$ cat config.mk
export PLATFORM = sky130hd
export DESIGN_NAME = strict_priority_multi_queue
export DESIGN_NICKNAME = d
export VERILOG_FILES = /design/src/spmq_pkg.sv /design/src/spmq_ctrl.sv /design/src/spmq_dp.sv /design/src/strict_priority_multi_queue.sv
export SDC_FILE = /design/constraint.sdc
export NUM_CORES = 2
export LEC_CHECK = 0
export BUFFER_PORTS_ARGS = -buffer_cell sky130_fd_sc_hd__buf_4
export CORE_ASPECT_RATIO = 1.75
export CORE_UTILIZATION = 30
export DETAILED_ROUTE_END_ITERATION = 7
export PLACE_DENSITY = 0.43
export SLEW_MARGIN = 20
export SYNTH_ARGS = -nofsm -noshare
export SYNTH_HDL_FRONTEND = slang
export SYNTH_SLANG_ARGS = --single-unit
$ cat constraint.sdc
create_clock -name clk -period 5 [get_ports clk]
set_clock_uncertainty 0.2 [all_clocks]
set_input_delay 0.75 -clock clk [delete_from_list [all_inputs] [get_ports clk]]
set_output_delay 0.75 -clock clk [all_outputs]
set_load 0.1 [all_outputs]
$ cat src/spmq_pkg.sv
// Shared types and constants for the strict-priority multi-queue.
package spmq_pkg;

  localparam int MaxLevelsDef   = 8;
  localparam int PoolEntriesDef = 64;
  localparam int TaskIdBitsDef  = 16;
  localparam int ActiveRstDef   = 8;

  localparam int OpW    = 2;
  localparam int PrioW  = 4;
  localparam int CountW = 7;
  localparam int ErrW   = 2;
  localparam int OutIdW = 16;

  typedef enum logic [OpW-1:0] {
    OP_ENQ   = 2'd0,
    OP_DEQ   = 2'd1,
    OP_QUERY = 2'd2,
    OP_SPARE = 2'd3
  } op_t;

  typedef enum logic [ErrW-1:0] {
    ERR_OK    = 2'd0,
    ERR_EMPTY = 2'd1,
    ERR_FULL  = 2'd2,
    ERR_PRIO  = 2'd3
  } err_t;

  typedef enum logic [1:0] {
    ST_IDLE,
    ST_EXEC,
    ST_READ,
    ST_OUT
  } state_t;

  // Controller to datapath commands.
  typedef struct packed {
    logic load;   // capture input word
    logic exec;   // apply operation
    logic rd;     // read head task from pool
    logic show;   // register result word
  } cmd_t;

  // Datapath to controller status: nothing beyond strobes today.
  typedef struct packed {
    logic busy_unused;
  } stat_t;

endpackage

$ cat src/spmq_ctrl.sv
// Controller: sequences load, execute, head read and result hand-off.
module spmq_ctrl (
  input  logic              clk,
  input  logic              rst_n,
  input  logic              in_valid,
  output logic              in_ready,
  output logic              out_valid,
  input  logic              out_ready,
  output spmq_pkg::cmd_t    cmd
);

  spmq_pkg::state_t state_r, state_nxt;

  always_ff @(posedge clk) begin
    if (!rst_n) begin
      state_r <= spmq_pkg::ST_IDLE;
    end else begin
      state_r <= state_nxt;
    end
  end

  // Next state and command strobes; a result in ST_OUT may be taken while
  // the next word is loaded.
  always_comb begin
    state_nxt = state_r;
    cmd       = '0;
    in_ready  = 1'b0;
    out_valid = 1'b0;
    unique case (state_r)
      spmq_pkg::ST_IDLE: begin
        in_ready = 1'b1;
        if (in_valid) begin
          cmd.load  = 1'b1;
          state_nxt = spmq_pkg::ST_EXEC;
        end
      end
      spmq_pkg::ST_EXEC: begin
        cmd.exec  = 1'b1;
        state_nxt = spmq_pkg::ST_READ;
      end
      spmq_pkg::ST_READ: begin
        cmd.rd    = 1'b1;
        cmd.show  = 1'b1;
        state_nxt = spmq_pkg::ST_OUT;
      end
      spmq_pkg::ST_OUT: begin
        out_valid = 1'b1;
        in_ready  = out_ready;
        if (out_ready) begin
          if (in_valid) begin
            cmd.load  = 1'b1;
            state_nxt = spmq_pkg::ST_EXEC;
          end else begin
            state_nxt = spmq_pkg::ST_IDLE;
          end
        end
      end
      default: state_nxt = spmq_pkg::ST_IDLE;
    endcase
  end

endmodule

$ cat src/spmq_dp.sv
// Datapath: level tables, linked-list pool memory and result registers.
module spmq_dp #(
  parameter int MAX_LEVELS   = spmq_pkg::MaxLevelsDef,
  parameter int POOL_ENTRIES = spmq_pkg::PoolEntriesDef,
  parameter int TASK_ID_BITS = spmq_pkg::TaskIdBitsDef
) (
  input  logic                         clk,
  input  logic                         rst_n,
  input  spmq_pkg::cmd_t               cmd,
  input  logic [spmq_pkg::PrioW-1:0]   active_levels,
  input  logic [spmq_pkg::OpW-1:0]     in_operation,
  input  logic [TASK_ID_BITS-1:0]      in_task_id,
  input  logic [spmq_pkg::PrioW-1:0]   in_priority_req,
  output logic [spmq_pkg::OutIdW-1:0]  out_next_task_id,
  output logic [spmq_pkg::PrioW-1:0]   out_next_priority,
  output logic [spmq_pkg::CountW-1:0]  out_total_count,
  output logic [spmq_pkg::CountW-1:0]  out_level_count,
  output logic [spmq_pkg::ErrW-1:0]    out_error_code
);

  localparam int AW = $clog2(POOL_ENTRIES);
  localparam int LW = $clog2(MAX_LEVELS);
  localparam int CW = $clog2(POOL_ENTRIES + 1);
  localparam int PW = $clog2(MAX_LEVELS + 1);

  // pool memories
  logic [TASK_ID_BITS-1:0] task_mem [POOL_ENTRIES];
  logic [AW-1:0]           link_mem [POOL_ENTRIES];

  // per-level tables
  logic [AW-1:0] head_r [MAX_LEVELS];
  logic [AW-1:0] tail_r [MAX_LEVELS];
  logic [CW-1:0] size_r [MAX_LEVELS];
  logic [CW-1:0] total_r;
  logic [AW-1:0] free_head_r;
  logic [CW-1:0] fill_r;

  // captured word
  logic [spmq_pkg::OpW-1:0]   op_r;
  logic [TASK_ID_BITS-1:0]    id_r;
  logic [spmq_pkg::PrioW-1:0] prio_r;

  // registered link read (next of current top head, or of the free head)
  logic [AW-1:0] link_rd_r;

  // result stage
  logic [spmq_pkg::ErrW-1:0]  err_r;
  logic [PW-1:0]              top_lvl_r;
  logic                       top_any_r;
  logic [AW-1:0]              top_head_r;
  logic [TASK_ID_BITS-1:0]    task_rd_r;
  logic [spmq_pkg::OutIdW-1:0]  res_id_r;
  logic [spmq_pkg::PrioW-1:0]   res_prio_r;
  logic [spmq_pkg::CountW-1:0]  res_tot_r;
  logic [spmq_pkg::CountW-1:0]  res_lvl_r;
  logic [spmq_pkg::ErrW-1:0]    res_err_r;

  // clamp active level count
  logic [PW-1:0] lim;
  always_comb begin
    if (active_levels == '0) begin
      lim = PW'(1);
    end else if (int'(active_levels) > MAX_LEVELS) begin
      lim = PW'(MAX_LEVELS);
    end else begin
      lim = PW'(active_levels);
    end
  end

  logic prio_ok;
  logic [LW-1:0] plv;
  assign prio_ok = (prio_r != '0) && (int'(prio_r) <= int'(lim));
  assign plv     = LW'(prio_r - 4'd1);

  // highest non-empty active level
  logic          any_c;
  logic [LW-1:0] top_c;
  always_comb begin
    any_c = 1'b0;
    top_c = '0;
    for (int i = 0; i < MAX_LEVELS; i++) begin
      if ((PW'(i) < lim) && (size_r[i] != '0)) begin
        any_c = 1'b1;
        top_c = LW'(i);
      end
    end
  end

  logic          enq_go, deq_go;
  logic [AW-1:0] new_e;
  logic          use_free;
  assign enq_go   = (op_r == spmq_pkg::OP_ENQ) && prio_ok &&
                    (total_r < CW'(POOL_ENTRIES));
  assign deq_go   = (op_r == spmq_pkg::OP_DEQ) && any_c;
  assign use_free = fill_r > total_r;
  assign new_e    = use_free ? free_head_r : AW'(fill_r);

  // link read at load: next of the current top head; also the free list's
  // successor, since only one is needed per operation
  logic [AW-1:0] link_addr;
  assign link_addr = (in_operation == spmq_pkg::OP_ENQ) ? free_head_r : head_r[top_c];

  always_ff @(posedge clk) begin
    if (cmd.load) begin
      link_rd_r <= link_mem[link_addr];
      op_r      <= in_operation;
      id_r      <= in_task_id;
      prio_r    <= in_priority_req;
    end
    if (cmd.exec) begin
      if (enq_go) begin
        task_mem[new_e] <= id_r;
      end
    end
    if (cmd.exec && enq_go && size_r[plv] != '0) begin
      link_mem[tail_r[plv]] <= new_e;
    end else if (cmd.exec && deq_go) begin
      link_mem[head_r[top_c]] <= free_head_r;
    end
    if (cmd.rd) begin
      task_rd_r <= task_mem[top_head_r];
    end
  end

  // table updates
  always_ff @(posedge clk) begin
    if (!rst_n) begin
      for (int i = 0; i < MAX_LEVELS; i++) begin
        size_r[i] <= '0;
      end
      total_r     <= '0;
      free_head_r <= '0;
      fill_r      <= '0;
    end else if (cmd.exec) begin
      if (enq_go) begin
        if (use_free) begin
          free_head_r <= link_rd_r;
        end else begin
          fill_r <= fill_r + CW'(1);
        end
        if (size_r[plv] == '0) begin
          head_r[plv] <= new_e;
        end
        tail_r[plv] <= new_e;
        size_r[plv] <= size_r[plv] + CW'(1);
        total_r     <= total_r + CW'(1);
      end else if (deq_go) begin
        head_r[top_c] <= link_rd_r;
        free_head_r   <= head_r[top_c];
        size_r[top_c] <= size_r[top_c] - CW'(1);
        total_r       <= total_r - CW'(1);
      end
    end
  end

  // error code of the operation
  always_ff @(posedge clk) begin
    if (cmd.exec) begin
      priority if (op_r == spmq_pkg::OP_ENQ) begin
        if (!prio_ok) begin
          err_r <= spmq_pkg::ERR_PRIO;
        end else if (total_r >= CW'(POOL_ENTRIES)) begin
          err_r <= spmq_pkg::ERR_FULL;
        end else begin
          err_r <= spmq_pkg::ERR_OK;
        end
      end else if (op_r == spmq_pkg::OP_DEQ && !any_c) begin
        err_r <= spmq_pkg::ERR_EMPTY;
      end else begin
        err_r <= prio_ok ? spmq_pkg::ERR_OK : spmq_pkg::ERR_PRIO;
      end
    end
  end

  // in the read cycle tables are updated; register top and counts
  always_ff @(posedge clk) begin
    if (cmd.show) begin
      top_any_r  <= any_c;
      top_lvl_r  <= PW'(top_c) + PW'(1);
      res_tot_r  <= spmq_pkg::CountW'(total_r);
      res_lvl_r  <= prio_ok ? spmq_pkg::CountW'(size_r[plv]) : '0;
      res_err_r  <= err_r;
    end
  end
  assign top_head_r = head_r[top_c];

  always_comb begin
    res_id_r   = top_any_r ? spmq_pkg::OutIdW'(task_rd_r) : '0;
    res_prio_r = top_any_r ? spmq_pkg::PrioW'(top_lvl_r) : '0;
  end

  assign out_next_task_id  = res_id_r;
  assign out_next_priority = res_prio_r;
  assign out_total_count   = res_tot_r;
  assign out_level_count   = res_lvl_r;
  assign out_error_code    = res_err_r;

endmodule

$ cat src/strict_priority_multi_queue.sv
// Top level of the strict-priority multi-queue with its register port.
//  channel | direction | handshake          | words
//  in_     | input     | in_valid/in_ready  | operation, task id, priority
//  out_    | output    | out_valid/out_ready| head, level, counts, error
//  p       | input     | APB psel/penable   | active_levels at address 0
// From acceptance to result an operation runs in steps: load with the pool
// link read, table update, then pool task read for the new head.
// A waiting result stalls intake; the next word is loaded on the cycle the
// result is taken. Reset empties all levels at once; no clearing pass.
module strict_priority_multi_queue #(
  parameter int MAX_LEVELS   = spmq_pkg::MaxLevelsDef,
  parameter int POOL_ENTRIES = spmq_pkg::PoolEntriesDef,
  parameter int TASK_ID_BITS = spmq_pkg::TaskIdBitsDef
) (
  input  logic                        clk,
  input  logic                        rst_n,
  input  logic                        in_valid,
  output logic                        in_ready,
  input  logic [spmq_pkg::OpW-1:0]    in_operation,
  input  logic [TASK_ID_BITS-1:0]     in_task_id,
  input  logic [spmq_pkg::PrioW-1:0]  in_priority_req,
  output logic                        out_valid,
  input  logic                        out_ready,
  output logic [spmq_pkg::OutIdW-1:0] out_next_task_id,
  output logic [spmq_pkg::PrioW-1:0]  out_next_priority,
  output logic [spmq_pkg::CountW-1:0] out_total_count,
  output logic [spmq_pkg::CountW-1:0] out_level_count,
  output logic [spmq_pkg::ErrW-1:0]   out_error_code,
  input  logic                        psel,
  input  logic                        penable,
  input  logic                        pwrite,
  input  logic [1:0]                  paddr,
  input  logic [31:0]                 pwdata,
  output logic [31:0]                 prdata,
  output logic                        pready
);

  spmq_pkg::cmd_t cmd;
  logic [spmq_pkg::PrioW-1:0] active_r;

  // register port
  assign pready = 1'b1;
  always_ff @(posedge clk) begin
    if (!rst_n) begin
      active_r <= spmq_pkg::PrioW'(spmq_pkg::ActiveRstDef);
    end else if (psel && penable && pwrite && paddr == 2'd0) begin
      active_r <= pwdata[spmq_pkg::PrioW-1:0];
    end
  end
  assign prdata = (paddr == 2'd0) ? {28'd0, active_r} : 32'd0;

  spmq_ctrl u_ctrl (
    .clk       (clk),
    .rst_n     (rst_n),
    .in_valid  (in_valid),
    .in_ready  (in_ready),
    .out_valid (out_valid),
    .out_ready (out_ready),
    .cmd       (cmd)
  );

  spmq_dp #(
    .MAX_LEVELS   (MAX_LEVELS),
    .POOL_ENTRIES (POOL_ENTRIES),
    .TASK_ID_BITS (TASK_ID_BITS)
  ) u_dp (
    .clk               (clk),
    .rst_n             (rst_n),
    .cmd               (cmd),
    .active_levels     (active_r),
    .in_operation      (in_operation),
    .in_task_id        (in_task_id),
    .in_priority_req   (in_priority_req),
    .out_next_task_id  (out_next_task_id),
    .out_next_priority (out_next_priority),
    .out_total_count   (out_total_count),
    .out_level_count   (out_level_count),
    .out_error_code    (out_error_code)
  );

endmodule
# Word-level counts from Yosys, hierarchy flattened
# Memory sizes are Yosys's and may differ from the RTL's. A register that Yosys moved wholly into a read port is not among the register bits.
# Index checks and enable logic that the tools add are counted.
[classes]
n_addsub = 7
n_reduce_logical = 45
muxes = 76
eq_ne = 7
order_cmp = 13
n_bitwise = 1
[ops]
columns = ["operator", "count"]
rows = [
  ["7-bit nonzero test", 9],
  ["6-bit two-way mux", 8],
  ["1-bit two-way mux", 39],
  ["7-bit two-way mux", 4],
  ["7-bit by 1-bit adder with 7-bit output (second input constant)", 3],
  ["3-bit two-way mux", 7],
  ["2-bit two-way mux", 10],
  ["1-bit logical AND", 19],
  ["3-bit by 4-bit less-than comparator with 1-bit output (first input constant)", 4],
  ["16-bit two-way mux", 1],
  ["4-bit two-way mux", 4],
  ["7-bit OR reduction", 2],
  ["7-bit by 1-bit subtractor with 7-bit output (second input constant)", 2],
  ["6-bit OR reduction", 2],
  ["2-bit zero test", 4],
  ["1-bit by 4-bit less-than comparator with 1-bit output (first input constant)", 2],
  ["2-bit by 4-bit less-than comparator with 1-bit output (first input constant)", 2],
  ["2-bit one-hot mux with 4 select lines", 1],
  ["7-bit greater-or-equal comparator (second input constant)", 1],
  ["7-bit > comparator", 1],
  ["7-bit zero test", 1],
  ["7-bit less-than comparator (second input constant)", 1],
  ["2-bit inequality test (second input constant)", 3],
  ["3-bit AND reduction", 2],
  ["other kinds (13)", 17],
]
[word_totals]
mem_count = 5
regBits = 71
out_inout_bits = 71
ram_bits = 1560
wordCells = 168
in_bits = 63
[memory_table]
columns = ["name", "words", "width", "read_ports", "rd_ports_with_merged_regs", "wr", "line_no", "rtl"]
rows = [
  ["u_dp.task_mem", 64, 16, 1, 1, 1, "spmq_dp.sv:27", "logic [TASK_ID_BITS-1:0] task_mem [POOL_ENTRIES];"],
  ["u_dp.link_mem", 64, 6, 1, 1, 1, "spmq_dp.sv:28", "logic [AW-1:0] link_mem [POOL_ENTRIES];"],
  ["u_dp.size_r", 8, 7, 10, 0, 8, "spmq_dp.sv:33", "logic [CW-1:0] size_r [MAX_LEVELS];"],
  ["u_dp.head_r", 8, 6, 1, 0, 1, "spmq_dp.sv:31", "logic [AW-1:0] head_r [MAX_LEVELS];"],
  ["u_dp.tail_r", 8, 6, 1, 0, 1, "spmq_dp.sv:32", "logic [AW-1:0] tail_r [MAX_LEVELS];"],
]

# Longest topological paths before layout
[logic_depth]
ltp_word = 21
ltp_mapped = 22
ltp_nobuf = 20

# By module
# From an unflattened synthesis, not the netlist that was laid out.
[unflattened]
hier_cells = 5095
area_unflattened_um2 = 68744.7
[modules_own_cells]
columns = ["module", "seq_area_each_um2", "area_each_um2", "instances", "cells_each"]
rows = [
  ["spmq_dp", 49257.2, 68084.0, 1, 5018],
  ["strict_priority_multi_queue", 80.1, 442.9, 1, 53],
  ["spmq_ctrl", 40.0, 217.7, 1, 24],
]

# Worst setup path after synthesis
# No wires, ideal clock.
[synth_timing]
path_type = "register to register"
startpoint = "mem u_dp.size_r[7][2] in the netlist's numbering"
endpoint = "mem u_dp.link_mem[0][1] in the netlist's numbering, data pin"
path_stages_with_launch = 12
path_slack_ps = -205
path_buffers = 3
synth_period_minus_slack_ps = 5205
arrival_time_ps = 4456
cell_sequence = "edfxtp_1 > or4_1 > o41ai_4 > a21oi_2 > nor2_1 > buf_2 > nand4b_1 > nand3_1 > clkbuf_1 > clkbuf_1 > nor2_1 > a21oi_1"
[synth_lines]
columns = ["item", "line_no"]
rows = [
  ["from (decl)", "spmq_dp.sv:33"],
  ["to (decl)", "spmq_dp.sv:28"],
]

==> results.sh <==
export IMPL_synthCells=5028
export IMPL_io_buffer_count=76
export IMPL_rsz0062_at_grt="yes"
export IMPL_fill_cells=21900
export IMPL_drt_total_wl_um=219000
export IMPL_synthAdderAreaFrac=0.00525
export IMPL_drive_gt1_frac=0.184
export IMPL_final_area_mm2=0.0824
export IMPL_grt_pass1_wl_um=312000
export IMPL_synth_compound_area_share=0.0938
export IMPL_synth_edf_count=1627
export IMPL_cts_htree_levels=4
export IMPL_synth_simple_area_share=0.122
export IMPL_numClockSinks=1653
export IMPL_switchingPower_mw=10.5
export IMPL_async_flop_share=0
export IMPL_antenna_found_initial=8
export IMPL_ir_worst_vdd_v=0.000294
export IMPL_vias_per_cell=4.94
export IMPL_worst_setup_path_end_kind="flop"
export IMPL_period_needed_ps=4890
export IMPL_core_mm2=0.226
export IMPL_fin_nets=5629
export IMPL_holdWs_ps=83.1
export IMPL_clk_pin_slew_ps=60
export IMPL_overflow=0
export IMPL_whs_path_depth=2
export IMPL_ys_warn_count=0
export IMPL_seqPwrFrac=0.468
export IMPL_cts_buffers=167
export IMPL_mostFrequentLayoutCells="edfxtp_1 (1627), nand2_1 (1043), buf_4 (544), nor2_1 (285), and2_1 (213)"
export IMPL_endpoint="u_dp.link_rd_r[4]$_DFFE_PP_"
export IMPL_timing_rr_end="u_dp.link_rd_r[4]$_DFFE_PP_"
export IMPL_clockBufferDepth=4
export IMPL_tightest_slew_ps=963
export IMPL_remaining_drc_errors=0
export IMPL_grt_max_degree=65
export IMPL_drt_pass1_iter_count=6
export IMPL_avgSynthCellArea_um2=13.6
export IMPL_ys_flop_type="edfxtp_1"
export IMPL_wl_per_cell_um=25.2
export IMPL_setup_ws_ps=114
export IMPL_rr_worst_depth=16
export IMPL_vias=42900
export IMPL_reg2reg_slack_ps=110
export IMPL_synth_ff_latch_count=1653
export IMPL_status="finished clean"
export IMPL_start_kind="flop"
export IMPL_pin_count=134
export IMPL_p_clk_frac=0.341
export IMPL_regArea_mm2=0.0494
export IMPL_multi_input_area_mm2=0.0178
export IMPL_final_common_cell="edfxtp_1"
export IMPL_gr_usage_all_layers=0.188
export IMPL_fp_dieW_um=362
export IMPL_p_int_mw=25.2
export IMPL_placed_area_mm2=0.0763
export IMPL_path_class="flop to flop"
export IMPL_cts_root_buf="clkbuf_16"
export IMPL_dieArea_mm2=0.229
export IMPL_leakagePower_nw=28.0
export IMPL_synth_xor_area_frac=0.00283
export IMPL_maxCapViolations=0
export IMPL_start_util=0.302
export IMPL_finalCritPeriodShare=0.977
export IMPL_synth_top_family_by_area="simple AND/OR/NAND/NOR gates"
export IMPL_final_max_slew_viol_count=0
export IMPL_synth_mux_area_frac=0.0268
export IMPL_detail_route_antenna_nets=0
export IMPL_relSlewSlack=0.358
export IMPL_p_sw_frac=0.294
export IMPL_first_global_vias=43600
export IMPL_gp_congestion=0.886
export IMPL_clock_latency_ps=830
export IMPL_cp_max_fo=7
export IMPL_synth_area_mm2=0.0682
export IMPL_cts_tree="yes"
export IMPL_dp_hpwl_um=147000
export IMPL_syn2layout_area_growth_pct=20.9
export IMPL_crit_arrival_ps=5230
export IMPL_ys_types=77
export IMPL_drtIter0Drc=2600
export IMPL_ys_seq_area_frac=0.724
export IMPL_required_ps=5350
export IMPL_setup_viol=0
export IMPL_power_density_mw_per_mm2=434
export IMPL_die_h_um=633
export IMPL_combPwrFrac=0.191
export IMPL_hold_path_class="primary input to flop"
export IMPL_startpoint="u_dp.size_r[1][5]$_SDFFCE_PN0P_"
export IMPL_hold_viol=0
export IMPL_timing_rr_start="u_dp.size_r[1][5]$_SDFFCE_PN0P_"
export IMPL_num_rows=231
export IMPL_dp_slack_ps=-350
export IMPL_fmax_mhz=205
[sequential cells by signal, indices dropped and copies added (netlist names), 4 cells and up]
signal,flops
u_dp.task_mem,1024
u_dp.link_mem,384
u_dp.size_r,56
u_dp.head_r,48
u_dp.tail_r,48
u_dp.id_r,16
u_dp.task_rd_r,16
u_dp.fill_r,7
u_dp.out_level_count,7
u_dp.out_total_count,7
u_dp.total_r,7
u_dp.free_head_r,6
u_dp.link_rd_r,6
active_r,4
u_dp.prio_r,4
u_dp.top_lvl_r,4
[cells in the mapped netlist, drive strengths merged, types with 9 or more instances]
master	count	area [um^2]
a211oi	206	1550
a21o	39	293
a21oi	123	619
a221oi	55	494
a22oi	25	188
a311oi	117	1020
a31oi	103	644
a32o	16	160
and2	224	1400
and3	13	81.3
buf	187	967
clkbuf	160	601
dfxtp	26	521
edfxtp	1627	48900
ha	27	338
inv	34	128
mux2	14	158
mux2i	73	743
mux4	41	923
nand2	1047	3940
nand2b	9	56.3
nand3	180	901
nor2	328	1230
nor3	26	130
nor4	24	156
o211ai	38	285
o21ai	110	551
or3	37	231
xnor2	11	96.3
xor2	11	96.3
[logic make-up after synthesis]
logic type | count (synthesis)
AOI/OAI and AO/OA | 895
DFF | 1653
adders and majority gates | 28
buffers and inverters | 382
muxes | 128
xor gates and xnor gates | 22
other | 2
and+or+nand+nor | 1918
[metrics by stage]
stage                     power (mW)   util  cells  setup TNS (ps)
after floorplan                 20.6      -   5055          -52440
after global placement          23.8  0.338   8355           -3500
after detailed placement        23.8  0.338   8356           -2600
after CTS                       36.1  0.362   8677           -18.3
after global routing            36.9  0.365   8691            -176
final                           35.7  0.365   8692               0
[critical path: stages, from the launching register on]
cell and delay [ps]:
edfxtp_1 420, nor4_1 430, a21oi_1 210, a211oi_2 330, buf_4 190, o21ai_4 100
a221oi_2 370, o32ai_4 150, buf_4 190, mux2i_4 170, buf_12 160, buf_4 210
mux4_2 560, a221oi_2 400, buf_4 170, mux2i_1 60, a22o_1 250
[routing by layer]
metal,global-route usage,share of wire,up-vias
met2,0.369,0.56,879
met5,0,0.000078,-
met1,0.198,0.36,21800
li1,-,-,19900
met3,0.0190,0.031,345
met4,0.0820,0.047,4
[power groups by stage]
| stage | Sequential [mW] | Clock, mW | Combinational [mW] |
|---|---|---|---|
| 4_1_cts | 16.7 | 12.5 | 6.87 |
| 3_5_place_dp | 17.0 | 0 | 6.82 |
| 3_3_place_gp | 17.0 | 0 | 6.74 |
| 5_1_grt | 16.7 | 12.9 | 7.30 |
| 2_1_floorplan | 17.5 | 0 | 3.09 |
| 6_report | 16.7 | 12.2 | 6.84 |
[final cells by class]
| class | count | area share |
|---|---|---|
| clock inverter | 84 | 0.00840 |
| antenna | 2 | 0.0000607 |
| sequential | 1653 | 0.599 |
| inverter | 35 | 0.00159 |
| timing repair buffer | 661 | 0.0745 |
| multi-input combinational | 3020 | 0.216 |
| clock buffer | 208 | 0.0540 |
| tap | 3029 | 0.0460 |
[how the worst min path moves through the flow]
stage                                 start                          endpoint  slack (ps)
global placement    u_dp.err_r[1]$_DFFE_PN_  u_dp.out_error_code[1]$_DFFE_PN_         210
floorplan           u_dp.err_r[0]$_DFFE_PN_  u_dp.out_error_code[0]$_DFFE_PN_         200
global route                          rst_n          active_r[3]$_SDFFE_PN1P_          60
finish                                rst_n          active_r[3]$_SDFFE_PN1P_          80
CTS                                   rst_n          active_r[3]$_SDFFE_PN1P_           6
detailed placement  u_dp.err_r[1]$_DFFE_PN_  u_dp.out_error_code[1]$_DFFE_PN_         210
[what timing repair did]
action	4_1_cts	5_1_grt
hold buffers	26	0
gates resized for setup	23	63
buffers inserted	2	7
hold endpoints to repair	26	0
cloned	1	5
endpoints found under the setup margin	21	589
pin swaps	2	3
Note: power is estimated with default switching activity, not from simulation.
